## config.mk

```make
export PLATFORM = sky130hd
export DESIGN_NAME = sorted_id_delta_run_decoder
export DESIGN_NICKNAME = d
export VERILOG_FILES = /design/src/rtl/srdd_pkg.sv /design/src/rtl/srdd_front.sv /design/src/rtl/srdd_fifo.sv /design/src/rtl/srdd_back.sv /design/src/rtl/sorted_id_delta_run_decoder.sv
export SDC_FILE = /design/constraint.sdc
export NUM_CORES = 1
export LEC_CHECK = 0
export BUFFER_PORTS_ARGS = -buffer_cell sky130_fd_sc_hd__buf_2
export CELL_PAD_IN_SITES_DETAIL_PLACEMENT = 1
export CELL_PAD_IN_SITES_GLOBAL_PLACEMENT = 2
export CORE_MARGIN = 5
export CORE_UTILIZATION = 40
export DETAILED_ROUTE_END_ITERATION = 10
export MAX_ROUTING_LAYER = met4
export PLACE_DENSITY_LB_ADDON = 0.1
export RECOVER_POWER = 50
export SLEW_MARGIN = 20
export SYNTH_ARGS = -nofsm -noshare
export SYNTH_HDL_FRONTEND = slang
export SYNTH_HIERARCHICAL = 1
export SYNTH_SLANG_ARGS = --single-unit
export TNS_END_PERCENT = 10
```

## constraint.sdc

```tcl
create_clock -name aclk -period 3.2 [get_ports aclk]
set_input_delay 0.48 -clock aclk [delete_from_list [all_inputs] [get_ports aclk]]
set_output_delay 0.48 -clock aclk [all_outputs]
set_load 0.02 [all_outputs]
```

## src/rtl/srdd_pkg.sv

```systemverilog
// Shared types and constants for the sorted ID delta run decoder.
// No dependencies; used by every module in rtl/.
package srdd_pkg;

    localparam int OUT_W       = 32;
    localparam int BYTE_W      = 8;
    localparam int RUN_W       = 6;
    localparam int Q_DEPTH     = 4;
    localparam int Q_PTR_W     = 2;
    localparam int Q_CNT_W     = 3;

    // Top two bits of a run byte
    localparam logic [1:0] RUN_TAG = 2'b01;

    typedef enum logic [1:0] {
        CMD_DELTA,
        CMD_RUN,
        CMD_ERROR,
        CMD_CLEAR
    } cmd_kind_t;

    typedef struct packed {
        cmd_kind_t          kind;
        logic [RUN_W-1:0]   count;
        logic               clear;
    } cmd_ctrl_t;

endpackage

```

## src/rtl/srdd_front.sv

```systemverilog
// Front end: accepts code bytes, assembles varint deltas, queues commands.
// Depends on srdd_pkg.
module srdd_front #(
    parameter int ID_WIDTH = 32
) (
    input  logic                           aclk,
    input  logic                           aresetn,
    input  logic                           s_valid,
    output logic                           s_ready,
    input  logic [srdd_pkg::BYTE_W-1:0]    s_code_byte,
    input  logic                           s_chunk_end,
    input  logic                           q_full,
    output logic                           q_push,
    output srdd_pkg::cmd_ctrl_t            q_ctrl,
    output logic [ID_WIDTH-1:0]            q_value
);

    logic [ID_WIDTH-1:0] accum_reg, accum_next;
    logic                in_varint_reg, in_varint_next;
    logic                accept;
    logic                need_push;

    assign s_ready = !q_full;
    assign accept  = s_valid && s_ready;
    assign q_push  = accept && need_push;

    always_comb begin
        accum_next     = accum_reg;
        in_varint_next = in_varint_reg;
        need_push      = 1'b0;
        q_ctrl.kind    = srdd_pkg::CMD_DELTA;
        q_ctrl.count   = s_code_byte[srdd_pkg::RUN_W-1:0];
        q_ctrl.clear   = s_chunk_end;
        q_value        = {accum_reg[ID_WIDTH-7:0], s_code_byte[5:0]};
        if (s_code_byte[7]) begin
            // continuation: 7 more bits into the accumulator
            accum_next     = {accum_reg[ID_WIDTH-8:0], s_code_byte[6:0]};
            in_varint_next = 1'b1;
            need_push      = s_chunk_end;
            q_ctrl.kind    = srdd_pkg::CMD_ERROR;
            q_ctrl.clear   = 1'b1;
        end else if (!in_varint_reg && s_code_byte[7:6] == srdd_pkg::RUN_TAG) begin
            if (s_code_byte[srdd_pkg::RUN_W-1:0] != '0) begin
                q_ctrl.kind = srdd_pkg::CMD_RUN;
                need_push   = 1'b1;
            end else begin
                q_ctrl.kind = srdd_pkg::CMD_CLEAR;
                need_push   = s_chunk_end;
            end
        end else begin
            accum_next     = '0;
            in_varint_next = 1'b0;
            need_push      = 1'b1;
        end
        if (s_chunk_end) begin
            accum_next     = '0;
            in_varint_next = 1'b0;
        end
    end

    always_ff @(posedge aclk) begin
        if (!aresetn) begin
            accum_reg     <= '0;
            in_varint_reg <= 1'b0;
        end else if (accept) begin
            accum_reg     <= accum_next;
            in_varint_reg <= in_varint_next;
        end
    end

endmodule

```

## src/rtl/srdd_fifo.sv

```systemverilog
// Short command queue between front and back end.
// Depends on srdd_pkg.
module srdd_fifo #(
    parameter int ID_WIDTH = 32
) (
    input  logic                    aclk,
    input  logic                    aresetn,
    input  logic                    push,
    input  srdd_pkg::cmd_ctrl_t     push_ctrl,
    input  logic [ID_WIDTH-1:0]     push_value,
    output logic                    full,
    input  logic                    pop,
    output logic                    head_valid,
    output srdd_pkg::cmd_ctrl_t     head_ctrl,
    output logic [ID_WIDTH-1:0]     head_value
);

    srdd_pkg::cmd_ctrl_t           ctrl_mem [srdd_pkg::Q_DEPTH];
    logic [ID_WIDTH-1:0]           value_mem [srdd_pkg::Q_DEPTH];
    logic [srdd_pkg::Q_PTR_W-1:0]  wr_ptr_reg, rd_ptr_reg;
    logic [srdd_pkg::Q_CNT_W-1:0]  cnt_reg, cnt_next;
    logic                          do_push, do_pop;

    assign full       = (cnt_reg == srdd_pkg::Q_CNT_W'(srdd_pkg::Q_DEPTH));
    assign head_valid = (cnt_reg != '0);
    assign do_push    = push && !full;
    assign do_pop     = pop && head_valid;
    assign head_ctrl  = ctrl_mem[rd_ptr_reg];
    assign head_value = value_mem[rd_ptr_reg];

    always_comb begin
        cnt_next = cnt_reg;
        if (do_push && !do_pop) begin
            cnt_next = cnt_reg + 1'b1;
        end else if (do_pop && !do_push) begin
            cnt_next = cnt_reg - 1'b1;
        end
    end

    always_ff @(posedge aclk) begin
        if (do_push) begin
            ctrl_mem[wr_ptr_reg]  <= push_ctrl;
            value_mem[wr_ptr_reg] <= push_value;
        end
    end

    always_ff @(posedge aclk) begin
        if (!aresetn) begin
            wr_ptr_reg <= '0;
            rd_ptr_reg <= '0;
            cnt_reg    <= '0;
        end else begin
            if (do_push) begin
                wr_ptr_reg <= wr_ptr_reg + 1'b1;
            end
            if (do_pop) begin
                rd_ptr_reg <= rd_ptr_reg + 1'b1;
            end
            cnt_reg <= cnt_next;
        end
    end

endmodule

```

## src/rtl/srdd_back.sv

```systemverilog
// Back end: executes queued commands, keeps the running ID and repeat delta,
// drives the result output register. Depends on srdd_pkg.
module srdd_back #(
    parameter int ID_WIDTH = 32
) (
    input  logic                        aclk,
    input  logic                        aresetn,
    input  logic                        q_valid,
    input  srdd_pkg::cmd_ctrl_t         q_ctrl,
    input  logic [ID_WIDTH-1:0]         q_value,
    output logic                        q_pop,
    output logic                        m_valid,
    input  logic                        m_ready,
    output logic [srdd_pkg::OUT_W-1:0]  m_id_value,
    output logic                        m_run_last,
    output logic                        m_malformed
);

    logic [ID_WIDTH-1:0]          running_reg, running_next;
    logic [ID_WIDTH-1:0]          repeat_reg, repeat_next;
    logic [srdd_pkg::RUN_W-1:0]   run_cnt_reg, run_cnt_next;
    logic                         m_valid_reg;
    logic [srdd_pkg::OUT_W-1:0]   m_id_reg;
    logic                         m_last_reg, m_bad_reg;
    logic                         out_free, fire, emit;
    logic [ID_WIDTH-1:0]          sum_id, res_id;
    logic                         res_last, res_bad;
    logic [srdd_pkg::OUT_W-1:0]   res_id_out;

    assign out_free = !m_valid_reg || m_ready;
    assign fire     = q_valid && (q_ctrl.kind == srdd_pkg::CMD_CLEAR || out_free);

    always_comb begin
        running_next = running_reg;
        repeat_next  = repeat_reg;
        run_cnt_next = run_cnt_reg;
        emit         = 1'b0;
        q_pop        = 1'b0;
        sum_id       = running_reg + repeat_reg;
        res_id       = sum_id;
        res_last     = 1'b1;
        res_bad      = 1'b0;
        if (fire) begin
            case (q_ctrl.kind)
                srdd_pkg::CMD_DELTA: begin
                    sum_id       = running_reg + q_value;
                    res_id       = sum_id;
                    running_next = sum_id;
                    repeat_next  = q_value;
                    emit         = 1'b1;
                    q_pop        = 1'b1;
                end
                srdd_pkg::CMD_RUN: begin
                    running_next = sum_id;
                    emit         = 1'b1;
                    res_last     = (run_cnt_reg == q_ctrl.count - 1'b1);
                    if (res_last) begin
                        run_cnt_next = '0;
                        q_pop        = 1'b1;
                    end else begin
                        run_cnt_next = run_cnt_reg + 1'b1;
                    end
                end
                srdd_pkg::CMD_ERROR: begin
                    res_id  = '0;
                    res_bad = 1'b1;
                    emit    = 1'b1;
                    q_pop   = 1'b1;
                end
                default: begin
                    q_pop = 1'b1;
                end
            endcase
            if (q_pop && q_ctrl.clear) begin
                running_next = '0;
                repeat_next  = '0;
            end
        end
    end

    generate
        if (ID_WIDTH >= srdd_pkg::OUT_W) begin : g_trunc
            assign res_id_out = res_id[srdd_pkg::OUT_W-1:0];
        end else begin : g_ext
            assign res_id_out = {{(srdd_pkg::OUT_W-ID_WIDTH){1'b0}}, res_id};
        end
    endgenerate

    always_ff @(posedge aclk) begin
        if (emit) begin
            m_id_reg   <= res_id_out;
            m_last_reg <= res_last;
            m_bad_reg  <= res_bad;
        end
    end

    always_ff @(posedge aclk) begin
        if (!aresetn) begin
            running_reg <= '0;
            repeat_reg  <= '0;
            run_cnt_reg <= '0;
            m_valid_reg <= 1'b0;
        end else begin
            running_reg <= running_next;
            repeat_reg  <= repeat_next;
            run_cnt_reg <= run_cnt_next;
            if (emit) begin
                m_valid_reg <= 1'b1;
            end else if (m_ready) begin
                m_valid_reg <= 1'b0;
            end
        end
    end

    assign m_valid     = m_valid_reg;
    assign m_id_value  = m_id_reg;
    assign m_run_last  = m_last_reg;
    assign m_malformed = m_bad_reg;

    a_err_shape: assert property (@(posedge aclk) disable iff (!aresetn)
        m_valid_reg && m_bad_reg |-> m_last_reg && m_id_reg == '0)
        else $error("error item with nonzero id or without last");

    a_run_bound: assert property (@(posedge aclk) disable iff (!aresetn)
        q_valid && q_ctrl.kind == srdd_pkg::CMD_RUN |-> run_cnt_reg < q_ctrl.count)
        else $error("run counter past run length");

    a_emit_shows: assert property (@(posedge aclk) disable iff (!aresetn)
        emit |=> m_valid_reg)
        else $error("emitted item not presented");

    a_idle_cnt: assert property (@(posedge aclk) disable iff (!aresetn)
        !q_valid |-> run_cnt_reg == '0)
        else $error("run counter busy with empty queue");

endmodule

```

## src/rtl/sorted_id_delta_run_decoder.sv

```systemverilog
// Sorted ID delta run decoder, top level. Bytes pass the command queue and output
// register. The back end gives one result per cycle unless the output stalls; a
// run byte with count N gives N results, a varint continuation byte none unless
// it ends a chunk. Input takes one byte per cycle while the 4-entry command queue
// has room. Synchronous active-low reset clears control state; no clearing pass.
module sorted_id_delta_run_decoder #(
    parameter int ID_WIDTH = 32
) (
    input  logic                        aclk,
    input  logic                        aresetn,
    input  logic                        s_valid,
    output logic                        s_ready,
    input  logic [srdd_pkg::BYTE_W-1:0] s_code_byte,
    input  logic                        s_chunk_end,
    output logic                        m_valid,
    input  logic                        m_ready,
    output logic [srdd_pkg::OUT_W-1:0]  m_id_value,
    output logic                        m_run_last,
    output logic                        m_malformed
);

    srdd_pkg::cmd_ctrl_t    push_ctrl, head_ctrl;
    logic [ID_WIDTH-1:0]    push_value, head_value;
    logic                   push, full, pop, head_valid;

    srdd_front #(.ID_WIDTH(ID_WIDTH)) u_front (
        .aclk        (aclk),
        .aresetn     (aresetn),
        .s_valid     (s_valid),
        .s_ready     (s_ready),
        .s_code_byte (s_code_byte),
        .s_chunk_end (s_chunk_end),
        .q_full      (full),
        .q_push      (push),
        .q_ctrl      (push_ctrl),
        .q_value     (push_value)
    );

    srdd_fifo #(.ID_WIDTH(ID_WIDTH)) u_fifo (
        .aclk       (aclk),
        .aresetn    (aresetn),
        .push       (push),
        .push_ctrl  (push_ctrl),
        .push_value (push_value),
        .full       (full),
        .pop        (pop),
        .head_valid (head_valid),
        .head_ctrl  (head_ctrl),
        .head_value (head_value)
    );

    srdd_back #(.ID_WIDTH(ID_WIDTH)) u_back (
        .aclk        (aclk),
        .aresetn     (aresetn),
        .q_valid     (head_valid),
        .q_ctrl      (head_ctrl),
        .q_value     (head_value),
        .q_pop       (pop),
        .m_valid     (m_valid),
        .m_ready     (m_ready),
        .m_id_value  (m_id_value),
        .m_run_last  (m_run_last),
        .m_malformed (m_malformed)
    );

endmodule

```

==> results of run 1 <==
## path summary, 6_finish.rpt
kind | to | cells after the start | from | slack, ns
worst max register to register | u_back/running_reg[30] | 14 | register | -0.34
worst max-delay path | u_back/running_reg[30] | 14 | register | -0.34
worst min register to register | u_front/in_varint_reg | 2 | u_front/in_varint_reg | 0.49
worst min-delay path | u_front/accum_reg[6] | 3 | s_code_byte[6] | 0.22
## cells by family after synthesis
family,count (synthesis),share of synthesized area
AOI/OAI and AO/OA,335,0.160
xor gates and xnor gates,76,0.0447
adders and majority gates,72,0.0620
buffers and inverters,90,0.0328
DFF,305,0.543
muxes,53,0.0701
and+or+nand+nor,286,0.0876
## metrics by stage
step / power, mW / worst slack [ns] / std cells / utilization
detailed placement: 12.1 / -0.527 / 1840 / 0.458
global route: 17.8 / -0.448 / 1923 / 0.510
CTS: 16.8 / -0.358 / 1919 / 0.504
finish: 16.9 / -0.344 / 1923 / 0.510
floorplan: 9.28 / -0.196 / 1217 / -
global placement: 12.0 / -0.412 / 1840 / 0.458
## routing by layer
metal / share of wire / vias to the layer above / global-route usage
li1: - / 5051 / -
met1: 0.48 / 5398 / 0.310
met2: 0.47 / 192 / 0.351
met3: 0.035 / 59 / 0.0273
met4: 0.017 / 0 / 0.0456
met5: 0 / - / -
## cell type report
type | count | share of cell area
Tap cell | 468 | 0.0313
Inverter | 29 | 0.00582
Sequential cell | 305 | 0.432
Clock buffer | 52 | 0.0580
Clock inverter | 14 | 0.00869
Multi-Input combinational cell | 822 | 0.370
Timing Repair Buffer | 233 | 0.0938
## power by group through the flow
stage          clock network [mW]  registers, mW  logic, mW
2_1_floorplan                   0           5.69       3.59
3_3_place_gp                    0           5.53       6.45
3_5_place_dp                    0           5.55       6.52
4_1_cts                      4.35           5.48       6.91
5_1_grt                      4.55           5.56       7.69
6_report                     4.26           5.50       7.13
## worst register-to-register path, stage by stage, from the launching register on
cell,delay [ns]
dfxtp_4,0.38
buf_12,0.14
mux4_2,0.38
ha_4,0.16
inv_2,0.04
fa_2,0.34
and2b_1,0.23
o211ai_1,0.12
a211oi_2,0.28
o21ai_2,0.14
a22oi_4,0.39
nand3_2,0.16
a211oi_4,0.25
xor2_1,0.09
a221o_1,0.35
## Yosys cell counts (31+ instances only)
cell type  instances  share of area
xnor2_1           48          0.028
a21oi_1           77          0.026
o21ai_0           31          0.010
nor2_1            57          0.014
mux4_2            41          0.062
edfxtp_1         198           0.40
nand2_1          137          0.035
a21o_1            43          0.022
dfxtp_1          107           0.14
ha_1              69          0.058
a22o_1            42          0.025
o22ai_1           40          0.017
## what timing repair did
item | in CTS | in global routing
setup buffers | 13 | 4
resized for setup | 51 | 47
setup endpoints to repair | 86 | 89
hold buffers | 0 | 0
pin swaps | 65 | 38
hold endpoints to repair | 0 | 0
==> results, run 1 <==
- The flow ran to the end, but the final reports show violations.
- The final reports fail on capacitance limit, slew limit, setup timing.
- The post-DP HPWL is 32.0 mm.
- The startpoint-to-endpoint class of the critical path is reg -> reg.
- The top-level port count is 49.
- The final standard cell area without fillers is 18700 sq um.
- The cell family contributing the most delay on the critical path is compound AO/OA/AOI/OAI gates.
- Of the cells placed in the final design, the portion with a size suffix greater than 1 is 0.272.
- The weighted congestion at the end of routability-driven global placement is 0.850.
- The worst path in the final design needs a cycle of 3.54 ns, including I/O delays and setup.
- Synthesis instantiated 78 different standard cells from the library.
- The max-slew violation total from the final report was 27.
- The share of the Yosys chip area taken by registers is 0.543.
- For this design, the sink count on the clock tree is 305.
- Of the total power, combinational logic draws 0.422.
- The leakage dissipation is 7.15 nW.
- The areal power density over the cells is 902 nW/um^2.
- The combined area of all synthesized cells is 14900 sq um.
- The data required time of the worst path is 3.62 ns.
- In this run the vertical extent of the chip is 203 um.
- In this run the standard cell core region covers 36700 sq um.
- The total routing usage reported by global routing is 0.221.
- Setup repair after global routing could not meet its margin everywhere.
- The DRC violation total after the first TritonRoute iteration is 581.
- After detailed routing, the number of remaining DRC violations is 0.
- The critical-path maximum fanout is 5.
- The post-route antenna net violation count is 0.
- The area of placed instances is 16800 sq um.
- The total of endpoints with negative setup slack in the final report is 33.
- The synthesized flop and latch total is 305.
- The maximum frequency from static timing analysis is 0.282 GHz.
- The area occupied by multi-input gates is 6920 sq um.
- The final worst hold slack is 0.216 ns.
- The repair_antennas step left the layout with diodes totalling 0.
- The async set or reset register ratio after synthesis is 0.
- In the finished design, the share of the clock period the worst path needs comes to 1.11.
- The number of nets in the finished design is 1512.
- The first global-routing pass estimated 68.8 mm of wire.
- The peak supply drop is 0.436 mV.
- The register containing the most flip-flops in the final layout is u_fifo/value_mem.
- Relative to the synthesized area, the layout overhead comes to 25.6%.
- The cell with the biggest individual delay on the critical path is a22oi_4.
- The largest registers in the layout are u_fifo/value_mem x128, u_fifo/ctrl_mem x36.
- During synthesis, Yosys emitted a total of 6 warnings.
- Of the total power, the clock network draws 0.252.
- The number of buffers added by the clock tree synthesis step is 36.
- The maximum number of pins on one net before global-route repair is 50.
- The total overflow left after global routing is 0.
- The critical path contains buffers and inverters numbering 2 combined.
- The min-delay analysis places its worst path in the category in -> reg.
- The clock latency on the worst-skew pair is 0.53 ns.
- For the pin with the worst max-slew slack, the measured transition is 2.17 ns.
- The worst setup path is captured at a register.
- The die extent in x is 203 um.
- The initial antenna violation count is 0.
- Across the routed clock network, the largest skew measured is 0.0155 ns.
- After floorplanning, the core was divided into 70 placement rows.
- The buffer levels on the longest clock path is 3.
- When the netlist entered floorplanning its net count stood at 1302.
- Counting the fill cells in the layout gives 3778.
- The max-slew headroom at the worst pin is -0.445.
- Setup slack on the critical path of the routed design comes to -0.344 ns.
- The final hold violation count was 0.
- The H-tree generated during clock tree synthesis spans 2 levels.
- The number of detailed-routing iterations run before antenna repair is 5.
- The clock input transition at the sequential cells of the worst setup and hold paths is 0.06 ns.
- The aggregate routed wire length is 44.7 mm.
- For this configuration, the core starts out at a cell density of 0.406.
- The worst setup path is launched from a register.
- The average wire per cell in the routed design is 23.2 um.
- The mean post-synth cell area is 12.2 sq um.
- Of the total power, registers draw 0.326.
- The count of vias placed by the detailed router is 10700.
- In the synthesized netlist the dominant register cell turns out to be edfxtp_1.
- The full die area is 41200 sq um.
- The CTS tree is yes.
- The register with the most flip-flops in the layout has 128 of them.
- The tool flagged a number of max-cap violations equal to 1.
- Summed over all nets, the switching power comes to 6.19 mW.
- The flip-flop and latch area is 8090 sq um.
- The number of vias per cell after detailed routing is 5.56.
- The number of global-route vias before repair is 11500.
- Walking the worst path, the cells encountered are buf_12 > mux4_2 > ha_4 > inv_2 > fa_2 > and2b_1 > o211ai_1 > a211oi_2 > o21ai_2 > a22oi_4 > nand3_2 > a211oi_4 > xor2_1 > a221o_1.
- In this design, the stage delay of the slowest critical-path cell is 0.39 ns.
- The internal cell power is 10.7 mW.
- The final-layout setup total negative slack is -5.50 ns.
- The count of buffers from port buffering is 48.
- After technology mapping, the gate count stands at 1217.
- In the layout the commonest cells are 198 x edfxtp_1, 163 x buf_4, 135 x nand2_1.
- The share of total power consumed by net switching is 0.367.
- Leaving out fill and tap cells, the most frequent cell in the layout is edfxtp_1.
- For the worst setup path, the data arrival time is 3.96 ns.
- The root cell of the clock tree is clkbuf_16.
- The count of flip-flops with a built-in enable after synthesis is 198.
(Power assumes the default switching activity.)
==> inputs of run 2 (changes only) <==
--- a/config.mk
+++ b/config.mk
@@ -9,7 +9,7 @@
 export CELL_PAD_IN_SITES_DETAIL_PLACEMENT = 1
 export CELL_PAD_IN_SITES_GLOBAL_PLACEMENT = 2
 export CORE_MARGIN = 5
-export CORE_UTILIZATION = 40
+export CORE_UTILIZATION = 39
 export DETAILED_ROUTE_END_ITERATION = 10
 export MAX_ROUTING_LAYER = met4
 export PLACE_DENSITY_LB_ADDON = 0.1
@@ -17,6 +17,5 @@
 export SLEW_MARGIN = 20
 export SYNTH_ARGS = -nofsm -noshare
 export SYNTH_HDL_FRONTEND = slang
-export SYNTH_HIERARCHICAL = 1
 export SYNTH_SLANG_ARGS = --single-unit
 export TNS_END_PERCENT = 10
==> results, run 2 <==
- The aggregate routed wire length is 41.7 mm (was 44.7 mm).
- The top-level port count is 49 (unchanged).
- The mean post-synth cell area was 11.8 sq um (was 12.2 sq um).
- The share of total power consumed by net switching is 0.379 (was 0.367).
- The die extent in x is 198 um (was 203 um).
- The combined area of all synthesized cells was 13900 sq um (was 14900 sq um).
- The sink count of the clock tree is 281 (was 305).
- The areal power density over the cells was 977 nW/um^2 (was 902 nW/um^2).
- The power share of the combinational group came to 0.483 (was 0.422).
- Most used cells in the layout excluding fill and tap cells: 189 x buf_4, 174 x edfxtp_1, 106 x dfxtp_1 (was 198 x edfxtp_1, 163 x buf_4, 135 x nand2_1).
- The weighted congestion at the end of routability-driven global placement is 0.857 (was 0.850).
- The async set or reset register ratio after synthesis is 0 (unchanged).
- The number of max-cap violations was 0 (was 1).
- The kind of start point of the critical path is a register (unchanged).
- The post-synthesis sequential area ratio is 0.532 (was 0.543).
- The average wire per cell in the routed design is 21.9 um (was 23.2 um).
- The total of endpoints with negative setup slack in the final report is 37 (was 33).
- The root cell of the clock tree is clkbuf_16 (unchanged).
- Top cells by area in the synthesized netlist: edfxtp_1 38%, dfxtp_1 15%, ha_1 6.2% (was edfxtp_1 40%, dfxtp_1 14%, mux4_2 6.2%).
- Result of the run: finished, violations left (unchanged).
- The classification of the worst-slack hold path was in -> reg (unchanged).
- Largest registers in the final layout: u_fifo.value_mem x104, u_fifo.ctrl_mem x36 (was u_fifo/value_mem x128, u_fifo/ctrl_mem x36).
- The synthesized flop and latch total is 281 (was 305).
- The maximum frequency from static timing analysis is 0.290 GHz (was 0.282 GHz).
- The arrival time of the worst setup path came to 3.69 ns (was 3.96 ns).
- The portion of the clock cycle consumed by the worst path in the final layout is 1.08 (was 1.11).
- The number of buffers added by the clock tree synthesis step is 34 (was 36).
- The full die area was 39400 sq um (was 41200 sq um).
- The cell count after synthesis was 1171 (was 1217).
- The max-slew headroom at the worst pin is 0.148 (was -0.445).
- The most frequent cell after synthesis is edfxtp_1 (unchanged).
- The flip-flop count of the largest register after layout was 104 (was 128).
- The clock latency on the worst-skew pair is 0.52 ns (was 0.53 ns).
- The minimum period implied by the final worst setup slack is 3.44 ns (was 3.54 ns).
- The number of unique standard cell types used by synthesis is 74 (was 78).
- The initial antenna violation count is 0 (unchanged).
- Violations in the final reports: setup timing (was capacitance limit, slew limit, setup timing).
- The number of rows created at floorplan is 69 (was 70).
- The peak supply drop is 0.510 mV (was 0.436 mV).
- The area occupied by multi-input gates is 6880 sq um (was 6920 sq um).
- The leakage dissipation is 6.99 nW (was 7.15 nW).
- The post-place setup slack is -0.616 ns (was -0.527 ns).
- RSZ-0062 raised after global routing: true (unchanged).
- The placeable core region is 35300 sq um (was 36700 sq um).
- The number of nets in the finished design is 1500 (was 1512).
- The fraction of the core area covered by cells at the end of the flow is 0.512 (was 0.510).
- The maximum number of pins on one net before global-route repair is 49 (was 50).
- The number of warnings reported in the yosys synthesis log is 0 (was 6).
- The buffer levels on the longest clock path was 3 (unchanged).
- The chip height was 198 um (was 203 um).
- The cell taking the most area after synthesis is edfxtp_1 (unchanged).
- The largest clock skew in the final design is 0.0242 ns (was 0.0155 ns).
- The total routing usage reported by global routing was 0.217 (was 0.221).
- The final hold violation count came to 0 (unchanged).
- The final-layout fill cell count came to 3699 (was 3778).
- The post-route antenna net violation count came to 0 (unchanged).
- The portion of synthesized cell area occupied by the leading cell type was 0.377 (was 0.399).
- The internal cell power is 11.0 mW (was 10.7 mW).
- The number of vias per cell after detailed routing was 5.50 (was 5.56).
- The flip-flop and latch area is 7370 sq um (was 8090 sq um).
- The clock input transition at the sequential cells of the worst setup and hold paths is 0.05 ns (was 0.06 ns).
- The count of flip-flops with a built-in enable after synthesis is 174 (was 198).
- The data required time of the worst path came to 3.44 ns (was 3.62 ns).
- The part of the total power dissipated in the clock network is 0.229 (was 0.252).
- The register containing the most flip-flops in the final layout is u_fifo.value_mem (was u_fifo/value_mem).
- The count of buffers from port buffering is 48 (unchanged).
- The share of final-layout standard cells stronger than drive strength 1 is 0.289 (was 0.272).
- Cell types with the highest counts after synthesis: 174 x edfxtp_1, 107 x dfxtp_1, 91 x nor2_1 (was 198 x edfxtp_1, 137 x nand2_1, 107 x dfxtp_1).
- The remaining global-route overflow came to 0 (unchanged).
- The number of antenna diodes is 0 (unchanged).
- The CTS H-tree depth is 2 (unchanged).
- The post-DP HPWL is 30.1 mm (was 32.0 mm).
- The dominant synthesized flop cell is edfxtp_1 (unchanged).
- The count of unresolved DRC violations after routing is 0 (unchanged).
- The first-pass GRT wire length came to 64.8 mm (was 68.8 mm).
- The CTS tree is yes (unchanged).
- The worst-margin pin slew is 1.28 ns (was 2.17 ns).
- The switching power was 6.70 mW (was 6.19 mW).
- The startpoint-to-endpoint class of the critical path is reg -> reg (unchanged).
- The DRC violation total after the first TritonRoute iteration is 576 (was 581).
- The critical-path maximum fanout was 6 (was 5).
- The post-route worst setup slack is -0.243 ns (was -0.344 ns).
- The category of the worst setup path capture point was a register (unchanged).
- The max-slew violation total from the final report is 0 (was 27).
- The initial core utilization is 0.392 (was 0.406).
- The number of nets in the synthesized netlist is 1256 (was 1302).
- The count of vias placed by the detailed router is 10500 (was 10700).
- The number of global-route vias before repair is 11000 (was 11500).
- The most common library cell in the layout ignoring fill and taps is buf_4 (was edfxtp_1).
- The post-synthesis to final-layout area growth is 30.5% (was 25.6%).
- The share of total power in sequential cells was 0.288 (was 0.326).
- The number of detailed-routing iterations run before antenna repair is 5 (unchanged).
==> run 2: cells by family after synthesis <==
logic type	Yosys count	synth area share
and+or+nand+nor	292	0.0981
AOI/OAI and AO/OA	335	0.167
adders and majority gates	72	0.0667
buffers and inverters	69	0.0207
muxes	48	0.0678
DFF	281	0.532
xor gates and xnor gates	74	0.0473
==> run 2: layer usage <==
metal | GRT usage | routed length (um) | vias to the layer above
met1 | 0.328 | 21400 | 5262
met4 | 0.0377 | 616 | 0
li1 | - | - | 4979
met2 | 0.323 | 18100 | 176
met5 | - | 0 | -
met3 | 0.0252 | 1530 | 48
==> run 2: power by group through the flow <==
stage | registers (mW) | clock network, mW | logic [mW]
floorplan | 5.25 | 0 | 4.26
global placement | 5.10 | 0 | 7.53
detailed placement | 5.12 | 0 | 7.61
CTS | 5.07 | 4.14 | 8.19
global route | 5.14 | 4.30 | 9.22
finish | 5.09 | 4.04 | 8.53
==> run 2: area by class of cell <==
| type | instances | share of cell area |
|---|---|---|
| clock inverter | 16 | 0.0113 |
| sequential | 281 | 0.408 |
| inverter | 17 | 0.00353 |
| clock buffer | 46 | 0.0541 |
| tap | 461 | 0.0319 |
| timing repair buffer | 260 | 0.111 |
| multi-input combinational | 821 | 0.380 |
==> run 2: per-stage QoR <==
stage	std cells	hold slack (ns)	total power [mW]	TNS, ns	area (sq um)
global placement	1821	0.472	12.6	-9.21	16200
global route	1902	0.280	18.7	-14.85	18100
CTS	1896	0.219	17.4	-4.67	17900
detailed placement	1821	0.476	12.7	-13.15	16200
floorplan	1171	0.432	9.51	-0.493	14000
finish	1902	0.256	17.7	-4.09	18100
==> run 2: worst max-delay path: stages (launching register included) <==
cell      delay (ns)
dfxtp_4         0.40
mux4_2          0.57
ha_4            0.19
fa_2            0.42
a211oi_4        0.25
o21ai_2         0.09
nand2_2         0.09
a21oi_2         0.08
buf_4           0.15
o211ai_1        0.17
nand3b_1        0.14
a31oi_1         0.22
xor2_1          0.26
o22ai_1         0.13
==> run 2: final timing paths <==
kind                          from               endpoint  slack (ns)  cells after the start
max                       register  u_back.m_id_value[30]       -0.24                     13
min                 s_code_byte[6]   u_front.accum_reg[6]        0.26                      3
max reg2reg               register  u_back.m_id_value[30]       -0.24                     13
min reg2reg  u_back.repeat_reg[11]  u_back.repeat_reg[11]        0.49                      1
==> run 2: timing repair <==
| action | 4_1_cts | 5_1_grt |
|---|---|---|
| endpoints found under the setup margin | 73 | 88 |
| pin swaps | 27 | 26 |
| resized for setup | 64 | 50 |
| gates cloned | 1 | 1 |
| hold buffers | 0 | 0 |
| setup buffers | 13 | 5 |
==> inputs of run 3 (changes only) <==
--- a/config.mk
+++ b/config.mk
@@ -5,15 +5,17 @@
 export SDC_FILE = /design/constraint.sdc
 export NUM_CORES = 1
 export LEC_CHECK = 0
+export ABC_AREA = 1
 export BUFFER_PORTS_ARGS = -buffer_cell sky130_fd_sc_hd__buf_2
 export CELL_PAD_IN_SITES_DETAIL_PLACEMENT = 1
 export CELL_PAD_IN_SITES_GLOBAL_PLACEMENT = 2
 export CORE_MARGIN = 5
-export CORE_UTILIZATION = 39
+export CORE_UTILIZATION = 35
+export CTS_CLUSTER_SIZE = 8
 export DETAILED_ROUTE_END_ITERATION = 10
 export MAX_ROUTING_LAYER = met4
 export PLACE_DENSITY_LB_ADDON = 0.1
-export RECOVER_POWER = 50
+export RECOVER_POWER = 100
 export SLEW_MARGIN = 20
 export SYNTH_ARGS = -nofsm -noshare
 export SYNTH_HDL_FRONTEND = slang
==> results, run 3 <==
- Largest registers in the final layout: u_fifo.value_mem x104, u_fifo.ctrl_mem x36 (unchanged).
- The number of global-route vias before repair came to 14200 (was 11000).
- The number of max-cap violations is 0 (unchanged).
- The post-synthesis to final-layout area growth came to 19.2% (was 30.5%).
- The DRC violation total after the first TritonRoute iteration was 777 (was 576).
- The share of final-layout standard cells stronger than drive strength 1 is 0.124 (was 0.289).
- The minimum period implied by the final worst setup slack came to 3.15 ns (was 3.44 ns).
- The combined area of all synthesized cells is 15700 sq um (was 13900 sq um).
- The most frequent cell after synthesis is nand2_1 (was edfxtp_1).
- The peak supply drop was 0.695 mV (was 0.510 mV).
- The data required time of the worst path is 3.63 ns (was 3.44 ns).
- The first-pass GRT wire length came to 84.7 mm (was 64.8 mm).
- The synthesized flop and latch total is 281 (unchanged).
- The post-layout instance count excluding filler cells came to 2677 (was 1902).
- The remaining global-route overflow came to 0 (unchanged).
- The category of the worst setup path capture point is a register (unchanged).
- The chip height was 222 um (was 198 um).
- Result of the run: finished, final reports clean (was finished, violations left).
- The final-layout setup total negative slack came to 0 ns (was -4.09 ns).
- The number of cell instances on the worst register-to-register path is 16 (was 13).
- The final standard cell area without fillers is 18700 sq um (was 18100 sq um).
- The clock input transition at the sequential cells of the worst setup and hold paths was 0.05 ns (about the same).
- The maximum number of pins on one net before global-route repair is 89 (was 49).
- The top-level port count came to 49 (unchanged).
- The most common library cell in the layout ignoring fill and taps is nand2_1 (was buf_4).
- The number of antenna diodes came to 0 (unchanged).
- The total of endpoints with negative setup slack in the final report is 0 (was 37).
- The kind of start point of the critical path is a register (unchanged).
- Cell types with the highest counts after synthesis: 506 x nand2_1, 183 x nor2_1, 174 x edfxtp_1 (was 174 x edfxtp_1, 107 x dfxtp_1, 91 x nor2_1).
- Most used cells in the layout excluding fill and tap cells: 491 x nand2_1, 174 x edfxtp_1, 168 x inv_1 (was 189 x buf_4, 174 x edfxtp_1, 106 x dfxtp_1).
- The number of cells after detailed placement is 2599 (was 1821).
- Top cells by area in the synthesized netlist: edfxtp_1 33%, dfxtp_1 14%, nand2_1 12% (was edfxtp_1 38%, dfxtp_1 15%, ha_1 6.2%).
- The classification of the worst-slack hold path was in -> reg (unchanged).
- The portion of the clock cycle consumed by the worst path in the final layout was 0.985 (was 1.08).
- The count of vias placed by the detailed router came to 13900 (was 10500).
- The count of buffers from port buffering is 48 (unchanged).
- The number of buffers added by the clock tree synthesis step came to 41 (was 34).
- The power after layout is 20.8 mW (was 17.7 mW).
- The number of rows created at floorplan is 77 (was 69).
- The worst min-delay path startpoint is m_ready (was s_code_byte[6]).
- The buffer levels on the longest clock path is 3 (unchanged).
- RSZ-0062 raised after global routing: true (unchanged).
- The number of unique standard cell types used by synthesis came to 46 (was 74).
- The cell count after synthesis came to 1956 (was 1171).
- The startpoint-to-endpoint class of the critical path is reg -> reg (unchanged).
- The clock latency on the worst-skew pair came to 0.57 ns (was 0.52 ns).
- The fraction of the core area covered by cells at the end of the flow was 0.422 (was 0.512).
- The dominant synthesized flop cell is edfxtp_1 (unchanged).
- The max-slew violation total from the final report is 0 (unchanged).
- The async set or reset register ratio after synthesis came to 0 (unchanged).
- The count of unresolved DRC violations after routing is 0 (unchanged).
- The number of detailed-routing iterations run before antenna repair was 5 (unchanged).
- The full die area came to 49200 sq um (was 39400 sq um).
- The number of cells traversed by the worst hold path came to 4 (was 3).
- The root cell of the clock tree was clkbuf_16 (unchanged).
- The arrival time of the worst setup path was 3.58 ns (was 3.69 ns).
- The post-synthesis sequential area ratio is 0.469 (was 0.532).
- The leakage dissipation came to 7.66 nW (was 6.99 nW).
- The CTS H-tree depth is 2 (unchanged).
- The post-place setup slack is -0.175 ns (was -0.616 ns).
- The placeable core region is 44300 sq um (was 35300 sq um).
- The register containing the most flip-flops in the final layout was u_fifo.value_mem (unchanged).
- The number of warnings reported in the yosys synthesis log came to 0 (unchanged).
- The end of the worst hold path is u_back.m_valid (was u_front.accum_reg[6]).
- The flip-flop count of the largest register after layout is 104 (unchanged).
- The count of flip-flops with a built-in enable after synthesis is 174 (unchanged).
- The total routing usage reported by global routing is 0.226 (was 0.217).
- The post-DP HPWL is 42.1 mm (was 30.1 mm).
- The CTS tree is yes (unchanged).
- The initial core utilization is 0.355 (was 0.392).
- The final hold violation count was 0 (unchanged).
- The weighted congestion at the end of routability-driven global placement is 0.896 (was 0.857).
- The register-to-register setup slack is 0.05 ns (was -0.24 ns).
- The area of placed instances is 17100 sq um (was 16200 sq um).
- The critical-path maximum fanout is 18 (was 6).
- The sink count of the clock tree is 281 (unchanged).
- The mean post-synth cell area was 8.03 sq um (was 11.8 sq um).
- The die extent in x is 222 um (was 198 um).
- The max-slew headroom at the worst pin came to 0.146 (was 0.148).
- The number of nets in the synthesized netlist came to 2041 (was 1256).
- The final worst hold slack was 0.185 ns (was 0.256 ns).
- The portion of synthesized cell area occupied by the leading cell type is 0.333 (was 0.377).
- The largest clock skew in the final design is 0.0296 ns (was 0.0242 ns).
- The aggregate routed wire length is 56.1 mm (was 41.7 mm).
- The reg-to-reg endpoint is u_back.running_reg[20] (was u_back.m_id_value[30]).
- The initial antenna violation count is 0 (unchanged).
- The post-route worst setup slack is 0.0464 ns (was -0.243 ns).
- The cell taking the most area after synthesis is edfxtp_1 (unchanged).
- The maximum frequency from static timing analysis is 0.317 GHz (was 0.290 GHz).
- The post-route antenna net violation count is 0 (unchanged).
- The number of vias per cell after detailed routing is 5.18 (was 5.50).
- The average wire per cell in the routed design was 20.9 um (was 21.9 um).
- The worst-margin pin slew is 1.28 ns (about the same).
- The number of nets in the finished design is 2140 (was 1500).
- The areal power density over the cells is 1110 nW/um^2 (was 977 nW/um^2).
run 3: cell types whose count changed after synthesis, sizes merged, moves of 17 or more:
cell and change:
inv +157, a22oi -29, nor2 +94, nand2 +430, a22o -38, a21o -23
o22ai +26, nand4 +64, xor2 -17, o21ai +59, xnor2 -21, nand3 +136
a21oi +96, mux4 -35
run 3: worst max path at each step:
stage,startpoint,to,slack [ns],cells past startpoint
2_1_floorplan,s_code_byte[7],u_fifo.ctrl_mem[0][0],0.17,5
3_3_place_gp,register,u_back.running_reg[20],-0.12,15
3_5_place_dp,register,u_back.running_reg[20],-0.17,16
4_1_cts,register,u_back.m_id_value[31],-0.008,16
5_1_grt,register,u_back.running_reg[28],-0.03,20
6_report,register,u_back.running_reg[20],0.05,16
run 3: cell type report:
| type | instances | area (sq um) |
|---|---|---|
| Timing Repair Buffer | 133 | 1040 |
| Clock inverter | 2 | 38.8 |
| Fill cell | 5347 | 25600 |
| Inverter | 177 | 679 |
| Clock buffer | 71 | 1180 |
| Tap cell | 592 | 741 |
| Multi-Input combinational cell | 1421 | 7670 |
| Sequential cell | 281 | 7370 |
run 3: cell families after synthesis:
kind of cell             Yosys count  synth area share
buffers and inverters            254            0.0667
XOR/XNOR                          36            0.0201
adder cells (fa/ha/maj)           72            0.0588
AO/OA/AOI/OAI                    340             0.119
flip-flops                       281             0.469
AND/OR/NAND/NOR                  973             0.267
run 3: worst max-delay path, stage by stage (launching register included):
cell     delay, ns
dfxtp_4       0.38
buf_12        0.16
buf_6         0.16
o21ai_0       0.18
o22ai_1       0.10
buf_4         0.16
ha_1          0.34
a21oi_1       0.29
o21ai_1       0.17
a21oi_2       0.24
nand3_1       0.21
xnor2_2       0.28
nand2_1       0.08
nand3_1       0.09
nand2_1       0.06
nand2_1       0.07
nor2_1        0.04
run 3: layer usage:
| layer | vias to the layer above | track usage | share of wire |
|---|---|---|---|
| li1 | 6849 | - | - |
| met1 | 6807 | 0.311 | 0.49 |
| met2 | 167 | 0.361 | 0.47 |
| met3 | 56 | 0.0298 | 0.028 |
| met4 | 0 | 0.0433 | 0.016 |
| met5 | - | - | 0 |
run 3: timing repair:
item | CTS | global route
setup endpoints to repair | 17 | 40
pin swaps | 0 | 9
buffers inserted | 0 | 4
hold buffers | 0 | 0
resized for setup | 17 | 91
cloned | 0 | 1
run 3: report_power, final:
| group | switching [mW] | total, mW | internal (mW) |
|---|---|---|---|
| combinational | 7.64 | 11.5 | 3.87 |
| sequential | 0.470 | 5.17 | 4.70 |
| clock | 1.64 | 4.13 | 2.49 |
